## config.mk

```make
export PLATFORM = sky130hd
export DESIGN_NAME = indexed_insert_erase_list_flat
export DESIGN_NICKNAME = d
export VERILOG_FILES = /design/src/iiel_pkg.sv /design/src/iiel_req_if.sv /design/src/iiel_rsp_if.sv /design/src/iiel_cell.sv /design/src/indexed_insert_erase_list.sv /design/src/flat_wrapper.sv
export SDC_FILE = /design/constraint.sdc
export NUM_CORES = 2
export LEC_CHECK = 0
export BUFFER_PORTS_ARGS = -buffer_cell sky130_fd_sc_hd__buf_2
export CAP_MARGIN = 30
export CORE_MARGIN = 2
export CORE_UTILIZATION = 45
export DETAILED_ROUTE_END_ITERATION = 16
export PLACE_DENSITY = 0.62
export SKIP_LAST_GASP = 1
export SYNTH_ARGS = -nofsm -noshare
export SYNTH_HDL_FRONTEND = slang
export SYNTH_HIERARCHICAL = 1
export SYNTH_SLANG_ARGS = --single-unit
```

## constraint.sdc

```tcl
create_clock -name i_clk -period 16.1 [get_ports i_clk]
set_input_delay 3.22 -clock i_clk [delete_from_list [all_inputs] [get_ports i_clk]]
set_output_delay 3.22 -clock i_clk [all_outputs]
set_load 0.005 [all_outputs]
```

## src/iiel_pkg.sv

```systemverilog
// ---------------------------------------------------------------------------
// iiel_pkg: shared types and constants for the indexed insert/erase list
// Request kinds, status codes, cell operations and default sizes.
// ---------------------------------------------------------------------------
package iiel_pkg;

    localparam int DEPTH_DEF      = 16;
    localparam int DATA_WIDTH_DEF = 32;

    // field widths of the request and response words
    localparam int KIND_W  = 3;
    localparam int POS_W   = 5;
    localparam int VAL_W   = 32;
    localparam int STAT_W  = 2;
    localparam int COUNT_W = 5;

    typedef enum logic [KIND_W-1:0] {
        K_APPEND = 3'd0,
        K_INSERT = 3'd1,
        K_ERASE  = 3'd2,
        K_REMOVE = 3'd3,
        K_QUERY  = 3'd4
    } t_kind;

    typedef enum logic [STAT_W-1:0] {
        ST_DONE   = 2'd0,
        ST_BOUNDS = 2'd1,
        ST_FULL   = 2'd2,
        ST_EMPTY  = 2'd3
    } t_status;

    // what every cell of the chain does in one step
    typedef enum logic [1:0] {
        OP_HOLD,
        OP_INSERT,
        OP_ERASE
    } t_op;

endpackage

```

## src/iiel_req_if.sv

```systemverilog
// ---------------------------------------------------------------------------
// iiel_req_if: request channel
// Valid/ready channel carrying one request word.
// ---------------------------------------------------------------------------
interface iiel_req_if;
    logic                      valid;
    logic                      ready;
    logic [iiel_pkg::KIND_W-1:0] kind;
    logic [iiel_pkg::POS_W-1:0]  position;
    logic [iiel_pkg::VAL_W-1:0]  element_value;

    modport source (output valid, output kind, output position, output element_value,
                    input ready);
    modport sink   (input valid, input kind, input position, input element_value,
                    output ready);
endinterface

```

## src/iiel_rsp_if.sv

```systemverilog
// ---------------------------------------------------------------------------
// iiel_rsp_if: response channel
// Valid/ready channel carrying one result word.
// ---------------------------------------------------------------------------
interface iiel_rsp_if;
    logic                         valid;
    logic                         ready;
    logic [iiel_pkg::STAT_W-1:0]  status;
    logic [iiel_pkg::COUNT_W-1:0] entry_count;
    logic [iiel_pkg::VAL_W-1:0]   front_value;
    logic [iiel_pkg::VAL_W-1:0]   back_value;
    logic                         not_empty;

    modport source (output valid, output status, output entry_count, output front_value,
                    output back_value, output not_empty, input ready);
    modport sink   (input valid, input status, input entry_count, input front_value,
                    input back_value, input not_empty, output ready);
endinterface

```

## src/iiel_cell.sv

```systemverilog
// ---------------------------------------------------------------------------
// iiel_cell: one entry of the list
// Holds, loads, takes its left neighbour (insert) or its right neighbour
// (erase), and offers its entry as the back tap when it is the last one.
// ---------------------------------------------------------------------------
module iiel_cell #(
    parameter int IDX   = 0,
    parameter int DW    = 32,
    parameter int CW    = 5,
    parameter int CMP_W = 5
) (
    input  logic                 i_clk,
    input  logic                 i_rst_n,
    input  iiel_pkg::t_op        i_op,
    input  logic [CMP_W-1:0]     i_pos,
    input  logic [DW-1:0]        i_val,
    input  logic [DW-1:0]        i_left,
    input  logic [DW-1:0]        i_right,
    input  logic [CW-1:0]        i_cnt,
    output logic [DW-1:0]        o_data,
    output logic [DW-1:0]        o_tap
);
    import iiel_pkg::*;

    localparam logic [CMP_W-1:0] MY_IDX  = CMP_W'(IDX);
    localparam logic [CW-1:0]    LAST_AT = CW'(IDX + 1);

    logic [DW-1:0] r_data;
    logic [DW-1:0] n_data;

    always_comb begin
        n_data = r_data;
        case (i_op)
            OP_INSERT: begin
                if (MY_IDX > i_pos) begin
                    n_data = i_left;
                end else if (MY_IDX == i_pos) begin
                    n_data = i_val;
                end
            end
            OP_ERASE: begin
                // cells past the end are zero, so the vacated cell fills with zero
                if (MY_IDX >= i_pos) begin
                    n_data = i_right;
                end
            end
            default: n_data = r_data;
        endcase
    end

    always_ff @(posedge i_clk) begin
        if (!i_rst_n) begin
            r_data <= '0;
        end else begin
            r_data <= n_data;
        end
    end

    assign o_data = r_data;
    assign o_tap  = (i_cnt == LAST_AT) ? r_data : '0;

endmodule

```

## src/indexed_insert_erase_list.sv

```systemverilog
// ---------------------------------------------------------------------------
// indexed_insert_erase_list: bounded ordered list with insert and erase
// A chain of DEPTH cells that shifts up or down in one step.
// ---------------------------------------------------------------------------
// For each request, every cell of the chain moves at once in the cycle
// it is accepted (insert shifts up from the target, erase shifts down into
// it); the result word is then formed from the updated chain into the
// output register, and the back entry comes from an AND-OR over the cell
// taps. Forming the word waits while the output register still holds an
// untaken word, and no new request is taken until the word is formed.
// Reset clears every cell and the count.
module indexed_insert_erase_list #(
    parameter int DEPTH      = iiel_pkg::DEPTH_DEF,
    parameter int DATA_WIDTH = iiel_pkg::DATA_WIDTH_DEF
) (
    input  logic        i_clk,
    input  logic        i_rst_n,
    iiel_req_if.sink    i_req,
    iiel_rsp_if.source  o_rsp
);
    import iiel_pkg::*;

    localparam int CW    = $clog2(DEPTH + 1);
    localparam int CMP_W = (CW > POS_W) ? CW : POS_W;
    localparam logic [CW-1:0] FULL_CNT = CW'(DEPTH);

    logic [CW-1:0]   r_count;
    logic [CW-1:0]   n_count;
    logic            r_busy;
    t_status         r_status;
    t_status         n_status;
    logic            r_ov;
    logic            w_acc;
    logic            w_fin;
    t_op             w_op;
    t_op             w_cell_op;
    logic [CMP_W-1:0] w_pos;
    logic [CMP_W-1:0] w_req_pos;
    logic [CMP_W-1:0] w_cnt_ext;
    logic [DATA_WIDTH-1:0] w_val;
    logic [DATA_WIDTH-1:0] w_data [DEPTH];
    logic [DATA_WIDTH-1:0] w_tap  [DEPTH];
    logic [DATA_WIDTH-1:0] w_back;

    assign i_req.ready = !r_busy;
    assign w_acc       = i_req.valid && i_req.ready;
    assign w_fin       = r_busy && (!r_ov || o_rsp.ready);

    assign w_req_pos = CMP_W'(i_req.position);
    assign w_cnt_ext = CMP_W'(r_count);
    assign w_val     = DATA_WIDTH'(i_req.element_value);

    // decode request against the current count
    always_comb begin
        w_op     = OP_HOLD;
        w_pos    = w_req_pos;
        n_status = ST_DONE;
        case (t_kind'(i_req.kind))
            K_APPEND: begin
                if (r_count >= FULL_CNT) begin
                    n_status = ST_FULL;
                end else begin
                    w_op  = OP_INSERT;
                    w_pos = w_cnt_ext;
                end
            end
            K_INSERT: begin
                if (w_req_pos > w_cnt_ext) begin
                    n_status = ST_BOUNDS;
                end else if (r_count >= FULL_CNT) begin
                    n_status = ST_FULL;
                end else begin
                    w_op = OP_INSERT;
                end
            end
            K_ERASE: begin
                if (w_req_pos >= w_cnt_ext) begin
                    n_status = ST_BOUNDS;
                end else begin
                    w_op = OP_ERASE;
                end
            end
            K_REMOVE: begin
                if (r_count == '0) begin
                    n_status = ST_EMPTY;
                end else begin
                    w_op  = OP_ERASE;
                    w_pos = w_cnt_ext - CMP_W'(1);
                end
            end
            default: begin
                w_op = OP_HOLD;
            end
        endcase
    end

    assign w_cell_op = w_acc ? w_op : OP_HOLD;

    always_comb begin
        case (w_cell_op)
            OP_INSERT: n_count = r_count + CW'(1);
            OP_ERASE:  n_count = r_count - CW'(1);
            default:   n_count = r_count;
        endcase
    end

    genvar g;
    generate
        for (g = 0; g < DEPTH; g++) begin : g_cell
            logic [DATA_WIDTH-1:0] w_left;
            logic [DATA_WIDTH-1:0] w_right;
            if (g == 0) begin : g_first
                assign w_left = '0;
            end else begin : g_mid_l
                assign w_left = w_data[g-1];
            end
            if (g == DEPTH - 1) begin : g_last
                assign w_right = '0;
            end else begin : g_mid_r
                assign w_right = w_data[g+1];
            end
            iiel_cell #(
                .IDX   (g),
                .DW    (DATA_WIDTH),
                .CW    (CW),
                .CMP_W (CMP_W)
            ) u_cell (
                .i_clk   (i_clk),
                .i_rst_n (i_rst_n),
                .i_op    (w_cell_op),
                .i_pos   (w_pos),
                .i_val   (w_val),
                .i_left  (w_left),
                .i_right (w_right),
                .i_cnt   (r_count),
                .o_data  (w_data[g]),
                .o_tap   (w_tap[g])
            );
        end
    endgenerate

    // only the last occupied cell drives its tap
    always_comb begin
        w_back = '0;
        for (int k = 0; k < DEPTH; k++) begin
            w_back = w_back | w_tap[k];
        end
    end

    always_ff @(posedge i_clk) begin
        if (!i_rst_n) begin
            r_count <= '0;
            r_busy  <= 1'b0;
            r_ov    <= 1'b0;
        end else begin
            r_count <= n_count;
            if (w_acc) begin
                r_busy <= 1'b1;
            end else if (w_fin) begin
                r_busy <= 1'b0;
            end
            if (w_fin) begin
                r_ov <= 1'b1;
            end else if (o_rsp.ready) begin
                r_ov <= 1'b0;
            end
        end
    end

    always_ff @(posedge i_clk) begin
        if (w_acc) begin
            r_status <= n_status;
        end
    end

    // result word; empty cells hold zero so front and back read zero when empty
    logic [STAT_W-1:0]  r_o_status;
    logic [COUNT_W-1:0] r_o_count;
    logic [VAL_W-1:0]   r_o_front;
    logic [VAL_W-1:0]   r_o_back;
    logic               r_o_nempty;

    always_ff @(posedge i_clk) begin
        if (w_fin) begin
            r_o_status <= r_status;
            r_o_count  <= COUNT_W'(r_count);
            r_o_front  <= VAL_W'(w_data[0]);
            r_o_back   <= VAL_W'(w_back);
            r_o_nempty <= (r_count != '0);
        end
    end

    assign o_rsp.valid       = r_ov;
    assign o_rsp.status      = r_o_status;
    assign o_rsp.entry_count = r_o_count;
    assign o_rsp.front_value = r_o_front;
    assign o_rsp.back_value  = r_o_back;
    assign o_rsp.not_empty   = r_o_nempty;

    a_count_bound: assert property (@(posedge i_clk) disable iff (!i_rst_n)
        r_count <= FULL_CNT)
        else $error("entry count above depth");

    a_acc_busy: assert property (@(posedge i_clk) disable iff (!i_rst_n)
        w_acc |=> r_busy)
        else $error("accepted request not in progress");

    a_word_from_busy: assert property (@(posedge i_clk) disable iff (!i_rst_n)
        $rose(o_rsp.valid) |-> $past(r_busy))
        else $error("result word without a request in progress");

    a_count_step: assert property (@(posedge i_clk) disable iff (!i_rst_n)
        !$past(w_acc) |-> $stable(r_count))
        else $error("count moved without a request");

endmodule
```

## src/flat_wrapper.sv

```systemverilog
// flat-port wrapper written by rule: the top's interface ports become plain ports
module indexed_insert_erase_list_flat import iiel_pkg::*;
#(
    parameter int DEPTH      = iiel_pkg::DEPTH_DEF,
    parameter int DATA_WIDTH = iiel_pkg::DATA_WIDTH_DEF
)
  (i_clk, i_rst_n, i_req_valid, i_req_kind, i_req_position, i_req_element_value, i_req_ready, o_rsp_valid, o_rsp_status, o_rsp_entry_count, o_rsp_front_value, o_rsp_back_value, o_rsp_not_empty, o_rsp_ready);
  iiel_req_if i_req_i ();
  iiel_rsp_if o_rsp_i ();
  input  logic i_clk;
  input  logic i_rst_n;
  input wire logic [$bits(i_req_i.valid)-1:0] i_req_valid;
  input wire logic [$bits(i_req_i.kind)-1:0] i_req_kind;
  input wire logic [$bits(i_req_i.position)-1:0] i_req_position;
  input wire logic [$bits(i_req_i.element_value)-1:0] i_req_element_value;
  output wire logic [$bits(i_req_i.ready)-1:0] i_req_ready;
  output wire logic [$bits(o_rsp_i.valid)-1:0] o_rsp_valid;
  output wire logic [$bits(o_rsp_i.status)-1:0] o_rsp_status;
  output wire logic [$bits(o_rsp_i.entry_count)-1:0] o_rsp_entry_count;
  output wire logic [$bits(o_rsp_i.front_value)-1:0] o_rsp_front_value;
  output wire logic [$bits(o_rsp_i.back_value)-1:0] o_rsp_back_value;
  output wire logic [$bits(o_rsp_i.not_empty)-1:0] o_rsp_not_empty;
  input wire logic [$bits(o_rsp_i.ready)-1:0] o_rsp_ready;
  assign i_req_i.valid = i_req_valid;
  assign i_req_i.kind = i_req_kind;
  assign i_req_i.position = i_req_position;
  assign i_req_i.element_value = i_req_element_value;
  assign i_req_ready = i_req_i.ready;
  assign o_rsp_valid = o_rsp_i.valid;
  assign o_rsp_status = o_rsp_i.status;
  assign o_rsp_entry_count = o_rsp_i.entry_count;
  assign o_rsp_front_value = o_rsp_i.front_value;
  assign o_rsp_back_value = o_rsp_i.back_value;
  assign o_rsp_not_empty = o_rsp_i.not_empty;
  assign o_rsp_i.ready = o_rsp_ready;
  indexed_insert_erase_list #(.DEPTH(DEPTH), .DATA_WIDTH(DATA_WIDTH)) u_core (.i_clk(i_clk), .i_rst_n(i_rst_n), .i_req(i_req_i), .o_rsp(o_rsp_i));
endmodule
```

After elaboration in Yosys (flattened, before gate mapping)
Cells that the tools add are included.
{"block": "word_totals", "out_inout_bits": 74, "reg_bits": 593, "wordCells": 272, "in_bits": 44}
{"block": "op_classes", "add_sub_neg": 2, "n_eq_ne": 68, "reduce_logical": 28, "muxes": 99, "magnitude_cmp": 35, "bitwise": 15}
{"op": "$mux 32", "n": 64}
{"op": "$pmux 32 s2", "n": 16}
{"op": "$or 32x32->32", "n": 15}
{"op": "$ne 3x3->1 const B", "n": 16}
{"op": "$reduce_and 3->1", "n": 16}
{"op": "$eq 4x5->1 const A", "n": 8}
{"op": "$eq 5x4->1 const B", "n": 8}
{"op": "$ge 4x5->1 const A", "n": 8}
{"op": "$gt 4x5->1 const A", "n": 8}
{"op": "$ne 2x2->1 const B", "n": 16}
{"op": "$eq 3x5->1 const A", "n": 4}
{"op": "$eq 5x3->1 const B", "n": 4}
{"op": "$ge 3x5->1 const A", "n": 4}
{"op": "$gt 3x5->1 const A", "n": 4}
{"op": "$pmux 5 s2", "n": 2}
{"op": "$pmux 2 s4", "n": 2}
{"op": "$mux 2", "n": 7}
{"op": "$eq 2x5->1 const A", "n": 2}
{"op": "$eq 5x2->1 const B", "n": 2}
{"op": "$ge 1x5->1 const A", "n": 2}
{"op": "$ge 2x5->1 const A", "n": 2}
{"op": "$gt 1x5->1 const A", "n": 2}
{"op": "$gt 2x5->1 const A", "n": 2}
{"op": "$logic_not 5->1", "n": 2}
{"op": "other kinds (20)", "n": 31}

Logic depth before layout (Yosys ltp)
{"block": "depth", "ltp_word": 17, "mapped_depth": 14, "mapped_depth_nobuf": 11}

By module
Netlist, hierarchy kept.
{"mod": "indexed_insert_erase_list", "cells_per_inst": 339, "area_each_um2": 4033.9, "n_inst": 1}
{"mod": "iiel_cell (u_core.g_cell[15].u_cell)", "cells_per_inst": 275, "area_each_um2": 2633.8, "n_inst": 1}
{"mod": "iiel_cell (u_core.g_cell[1].u_cell)", "cells_per_inst": 278, "area_each_um2": 2443.6, "n_inst": 1}
{"mod": "iiel_cell (u_core.g_cell[9].u_cell)", "cells_per_inst": 267, "area_each_um2": 2373.5, "n_inst": 1}
{"mod": "iiel_cell (u_core.g_cell[4].u_cell)", "cells_per_inst": 269, "area_each_um2": 2359.8, "n_inst": 1}
{"mod": "iiel_cell (u_core.g_cell[7].u_cell)", "cells_per_inst": 306, "area_each_um2": 2348.5, "n_inst": 1}
{"mod": "iiel_cell (u_core.g_cell[2].u_cell)", "cells_per_inst": 271, "area_each_um2": 2247.2, "n_inst": 1}
{"mod": "iiel_cell (u_core.g_cell[13].u_cell)", "cells_per_inst": 266, "area_each_um2": 2230.9, "n_inst": 1}
{"mod": "iiel_cell (u_core.g_cell[6].u_cell)", "cells_per_inst": 253, "area_each_um2": 2210.9, "n_inst": 1}
{"mod": "iiel_cell (u_core.g_cell[10].u_cell)", "cells_per_inst": 267, "area_each_um2": 2153.3, "n_inst": 1}
{"mod": "iiel_cell (u_core.g_cell[3].u_cell)", "cells_per_inst": 231, "area_each_um2": 2097.0, "n_inst": 1}
{"mod": "iiel_cell (u_core.g_cell[12].u_cell)", "cells_per_inst": 290, "area_each_um2": 2090.8, "n_inst": 1}
{"mod": "iiel_cell (u_core.g_cell[8].u_cell)", "cells_per_inst": 265, "area_each_um2": 2057.0, "n_inst": 1}
{"mod": "iiel_cell (u_core.g_cell[0].u_cell)", "cells_per_inst": 191, "area_each_um2": 1989.4, "n_inst": 1}
{"mod": "+3 rows"}

Least setup slack after synthesis
OpenSTA, ideal clock, no wires.
{"block": "synth_path", "path_kind": "input port to flip-flop", "startpoint": "input i_req_position[4]", "endpoint": "register u_core.g_cell[13].u_cell.r_data[10]", "setup_ns": 0.127, "t_arrival_ns": 7.523, "required_time_ns": 15.973, "path_slack_ns": 8.450, "cell_stages": 10, "path_cell_list": "ha_1 > a21oi_1 > o21ai_0 > or3_1 > o22ai_1 > xnor2_1 > a311oi_4 > buf_6 > buf_4 > o32ai_2"}
{"block": "synth_between", "elab_chain_cells": 7, "word_cells_on_any_way": 20}
{"item": "start: declaration", "line": "flat_wrapper.sv:14", "source": "input wire logic [$bits(i_req_i.position)-1:0] i_req_position;"}
{"item": "$ge 5x5->1 *", "line": "indexed_insert_erase_list.sv:77", "source": "if (w_req_pos >= w_cnt_ext) begin"}
{"item": "$mux 2 *", "line": "indexed_insert_erase_list.sv:77"}
{"item": "$pmux 2 s4 *", "line": "indexed_insert_erase_list.sv:58", "source": "case (t_kind'(i_req.kind))"}
{"item": "$mux 2 *", "line": "indexed_insert_erase_list.sv:97", "source": "assign w_cell_op = w_acc ? w_op : OP_HOLD;"}
{"item": "named net u_core.w_cell_op[1]", "line": "indexed_insert_erase_list.sv:36", "source": "t_op w_cell_op;"}
{"item": "$eq 2x1->1 or $eq 2x2->1 (tied branches)", "line": "iiel_cell.sv:33", "source": "case (i_op)"}
{"item": "$ne 3x3->1 (no source line) (tied with other cells)"}
{"item": "$reduce_and 3->1 (no source line)"}
{"item": "end signal: assignment", "line": "iiel_cell.sv:55", "source": "r_data <= n_data;"}
{"item": "end: declaration", "line": "iiel_cell.sv:28", "source": "logic [DW-1:0] r_data;"}
The timed path passes the listed nets; every way through them passes the cells marked *.
A chain may end at the register's enable or synchronous reset.

Final worst setup path
{"block": "layout_path", "startpoint": "input i_req_position[2]", "endpoint": "register u_core.g_cell[15].u_cell.r_data[30]"}
{"block": "layout_between", "elab_chain_cells": 7, "word_cells_on_any_way": 20}
{"item": "$ge 5x5->1 *", "line": "indexed_insert_erase_list.sv:77"}
{"item": "$mux 2 *", "line": "indexed_insert_erase_list.sv:77"}
{"item": "$pmux 2 s4 *", "line": "indexed_insert_erase_list.sv:58"}
{"item": "$mux 2 *", "line": "indexed_insert_erase_list.sv:97"}
{"item": "named net u_core.w_cell_op[1]", "line": "indexed_insert_erase_list.sv:36"}
{"item": "$eq 2x1->1 or $eq 2x2->1 (tied branches)", "line": "iiel_cell.sv:33"}
{"item": "$ne 3x3->1 (no source line) (tied with other cells)"}
{"item": "$reduce_and 3->1 (no source line)"}
{"item": "end signal: assignment", "line": "iiel_cell.sv:55"}
{"item": "end: declaration", "line": "iiel_cell.sv:28"}
Marks and branches as above.

==> flow_summary.json <==
{
  "fin_crit_ns": 7.15,
  "clock_skew_ns": 0.0257,
  "postCtsHoldBufs": 0,
  "synth-edff-count": 74,
  "synth_cell_types": 102,
  "antenna_found_initial": 4,
  "synth_top_area_frac": 0.267,
  "wirelength_um": 128000,
  "leakagePower_nw": 14.1,
  "postCtsSetupBuffers": 0,
  "dieWidth_um": 298,
  "ant_nets": 0,
  "drt-initial-drc-count": 3487,
  "chipHeight_um": 298,
  "drive_above_1_share": 0.150,
  "nets": 4329,
  "critPathBufInv": 3,
  "peakVddDrop_v": 0.0000610,
  "netlist_instances": 4439,
  "drtPass1Iterations": 6,
  "drc_errors": 0,
  "crit_chain": "buf_2 > ha_1 > a21oi_1 > o21ai_0 > or3_1 > o22ai_4 > buf_4 > buf_4 > nor2b_4 > o32ai_1 > o221a_1",
  "ys.flop_type": "dfxtp_1",
  "crit_fanout": 50,
  "setup_ws_ns": 8.95,
  "cts_sinks": 593,
  "synthTopCellsByArea": "dfxtp_1, and2_1, edfxtp_1",
  "ys_seq_area_frac": 0.325,
  "cts_tree": "done",
  "worstSetupStartpointType": "primary input",
  "outcome": "finished clean",
  "fmax_mhz": 140,
  "cp-end-kind": "register",
  "cts-resized-gates": 0,
  "ys.warnings.count": 6,
  "cap_violations": 0,
  "clk_latency_ns": 0.62,
  "synthArstFlopShare": 0,
  "arrival_ns": 7.64,
  "critical_path_class": "primary input to register",
  "netlist_area_sq_mm": 0.0388,
  "final_max_slew_viol_count": 0,
  "dpl_cell_area_sq_mm": 0.0395,
  "post-route-period-util": 0.444,
  "grt_pass1_vias": 31900,
  "crit_path_frequent_cell": "buf_4",
  "avgSynthCellArea_sq_um": 8.75,
  "tightest_slew_ns": 1.07,
  "power_w": 0.00358,
  "grt_overflow_total": 0,
  "fin_setup_tns_ns": 0,
  "crit_family": "compound AO/OA/AOI/OAI gates",
  "holdWs_ns": 0.431,
  "clockRootBuffer": "clkbuf_16",
  "areaGrowthSynthToFinish_pct": 7.38,
  "io_buffers": 117,
  "grt_max_degree": 155,
  "core_area_sq_mm": 0.0854,
  "cts.path.max_buffers": 3,
  "setup_viol": 0,
  "cpMaxStageDelayCell": "nor2b_4",
  "grt_pass1_wl_um": 201000,
  "initial_core_util": 0.455,
  "dp_hpwl_um": 87800,
  "max_stage_delay_ns": 0.89,
  "dieArea_sq_mm": 0.0887,
  "gp_congestion": 0.864,
  "p_per_area_mw_per_mm2": 85.8,
  "finalInstanceArea_sq_mm": 0.0417,
  "viasPerCell": 6.45,
  "synth-seq-cells": 593,
  "routed-via-count": 35300,
  "yosys.area.top_type": "dfxtp_1",
  "numCtsBuffers": 69,
  "grtUsageTotal": 0.277,
  "preCtsSetupSlack_ns": 8.41,
  "ios": 118,
  "hold_viol_final": 0,
  "htreeDepth": 3,
  "rsz0062_at_grt": "no",
  "max_slew_margin": 0.281,
  "avgRoutedWirePerCell_um": 23.5,
  "clkTransAtPathRegs_ns": 0.06,
  "cp.required_ns": 16.58,
  "row_count": 107,
  "hold_class": "register to register"
}
-- layout make-up --
cell class / instances / area (sq um)
Sequential cell: 593 / 12600
Clock buffer: 104 / 2040
Multi-Input combinational cell: 3299 / 23600
Clock inverter: 16 / 103
Fill cell: 8239 / 43700
Inverter: 80 / 300
Antenna cell: 2 / 5.00
Timing Repair Buffer: 233 / 1620
Tap cell: 1144 / 1430
-- state kept, by name (all words and copies together), names as in the netlist --
signal and flops:
u_core/o_rsp.valid 1, u_core/o_rsp.back_value 32, u_core/g_cell.u_cell/o_data 512, u_core/r_count 5, u_core/o_rsp.front_value 32, u_core/o_rsp.status 2
u_core/r_status 2, u_core/o_rsp.not_empty 1, u_core/o_rsp.entry_count 5, u_core/r_busy 1
-- per-layer routing --
metal,up-vias,routed length [um],global-route usage
met5,-,0,0
met4,0,2110,0.0580
met3,134,9810,0.0471
met2,1410,55800,0.417
met1,17200,60800,0.412
li1,16500,-,-
-- path summary, 6_finish.rpt --
path / startpoint / to / slack (ns) / cells past startpoint
setup / recovery: i_req_position[2] / u_core/g_cell[15].u_cell/o_data[30] / 8.95 / 11
setup reg to reg: u_core/r_count[3] / u_core/g_cell[15].u_cell/o_data[30] / 10.52 / 11
hold / removal: u_core/r_status[0] / u_core/o_rsp.status[0] / 0.43 / 0
hold reg to reg: u_core/r_status[0] / u_core/o_rsp.status[0] / 0.43 / 0
-- where the power goes --
part | total [W] | leakage [nW] | internal [W] | switching (W)
clock | 0.00153 | 1.06 | 0.000887 | 0.000646
sequential | 0.00156 | 4.88 | 0.00153 | 0.0000298
combinational | 0.000486 | 8.16 | 0.000150 | 0.000336
total | 0.00358 | 14.1 | 0.00257 | 0.00101
-- cell usage after synthesis, types with 34 or more instances --
library cell    n
inv_1          80
nand4_1        34
nand3_1       168
o32ai_1       108
nand2_1       335
edfxtp_1       74
or4b_1         35
buf_4          34
o211ai_1       98
o21a_1         36
nor4_1        159
and3_1         68
nand2b_1      138
clkbuf_1      257
o221ai_1       34
mux2i_1       129
a31oi_1        66
a21oi_1       103
buf_6          67
and2_1        456
o32ai_2        52
a211oi_1       98
a32o_1         91
nor4_2         41
nor2_1        177
nor3_1        140
dfxtp_1       519
buf_2         114
-- cells by family after synthesis --
group           Yosys count  synth area share
compound gates         1204             0.268
xor+xnor                 18           0.00445
flops                   593             0.325
other cells               1         0.0000965
buf+inv                 578            0.0784
mux                     130            0.0335
simple gates           1906             0.288
fa+ha+maj                 9           0.00290
-- layout by cell type (no fill, tap or decap), types with 31 or more instances in the layout --
master     synthesis  final
a311oi_1          33     33
a311o_1           33     32
a211oi_1          98     98
o32ai_2           52     52
or4b_1            35     35
a21bo_2           31     31
nand3_1          168    166
o221a_1           32     32
buf_4             34     92
a31oi_1           66     64
o211ai_1          98     98
dfxtp_1          519    517
a211o_1           32     32
a21boi_1          32     32
buf_2            114    121
nor4_2            41     41
a22o_1            31     31
mux2i_1          129    129
nand2_1          335    332
o31ai_1           32     32
edfxtp_1          74     74
clkbuf_16          0     71
o221ai_1          34     33
a221o_1           32     32
o32ai_1          108    108
and2_1           456    455
o41ai_1           32     32
a21oi_1          103    103
a21boi_2          31     31
a32o_1            91     91
nor4_1           159    155
nand4_1           34     34
nand2b_1         138    134
and3_1            68     66
nor2_1           177    165
conb_1             1     32
inv_1             80     80
nor3_1           140    140
o2111ai_1         32     32
o21a_1            36     36
-- through the flow --
step	std cells	utilization
finish	5471	0.488
global route	5471	0.488
CTS	5462	0.488
detailed placement	5342	0.463
global placement	5327	0.460
floorplan	4470	-
Note: power is estimated with default switching activity, not from simulation.
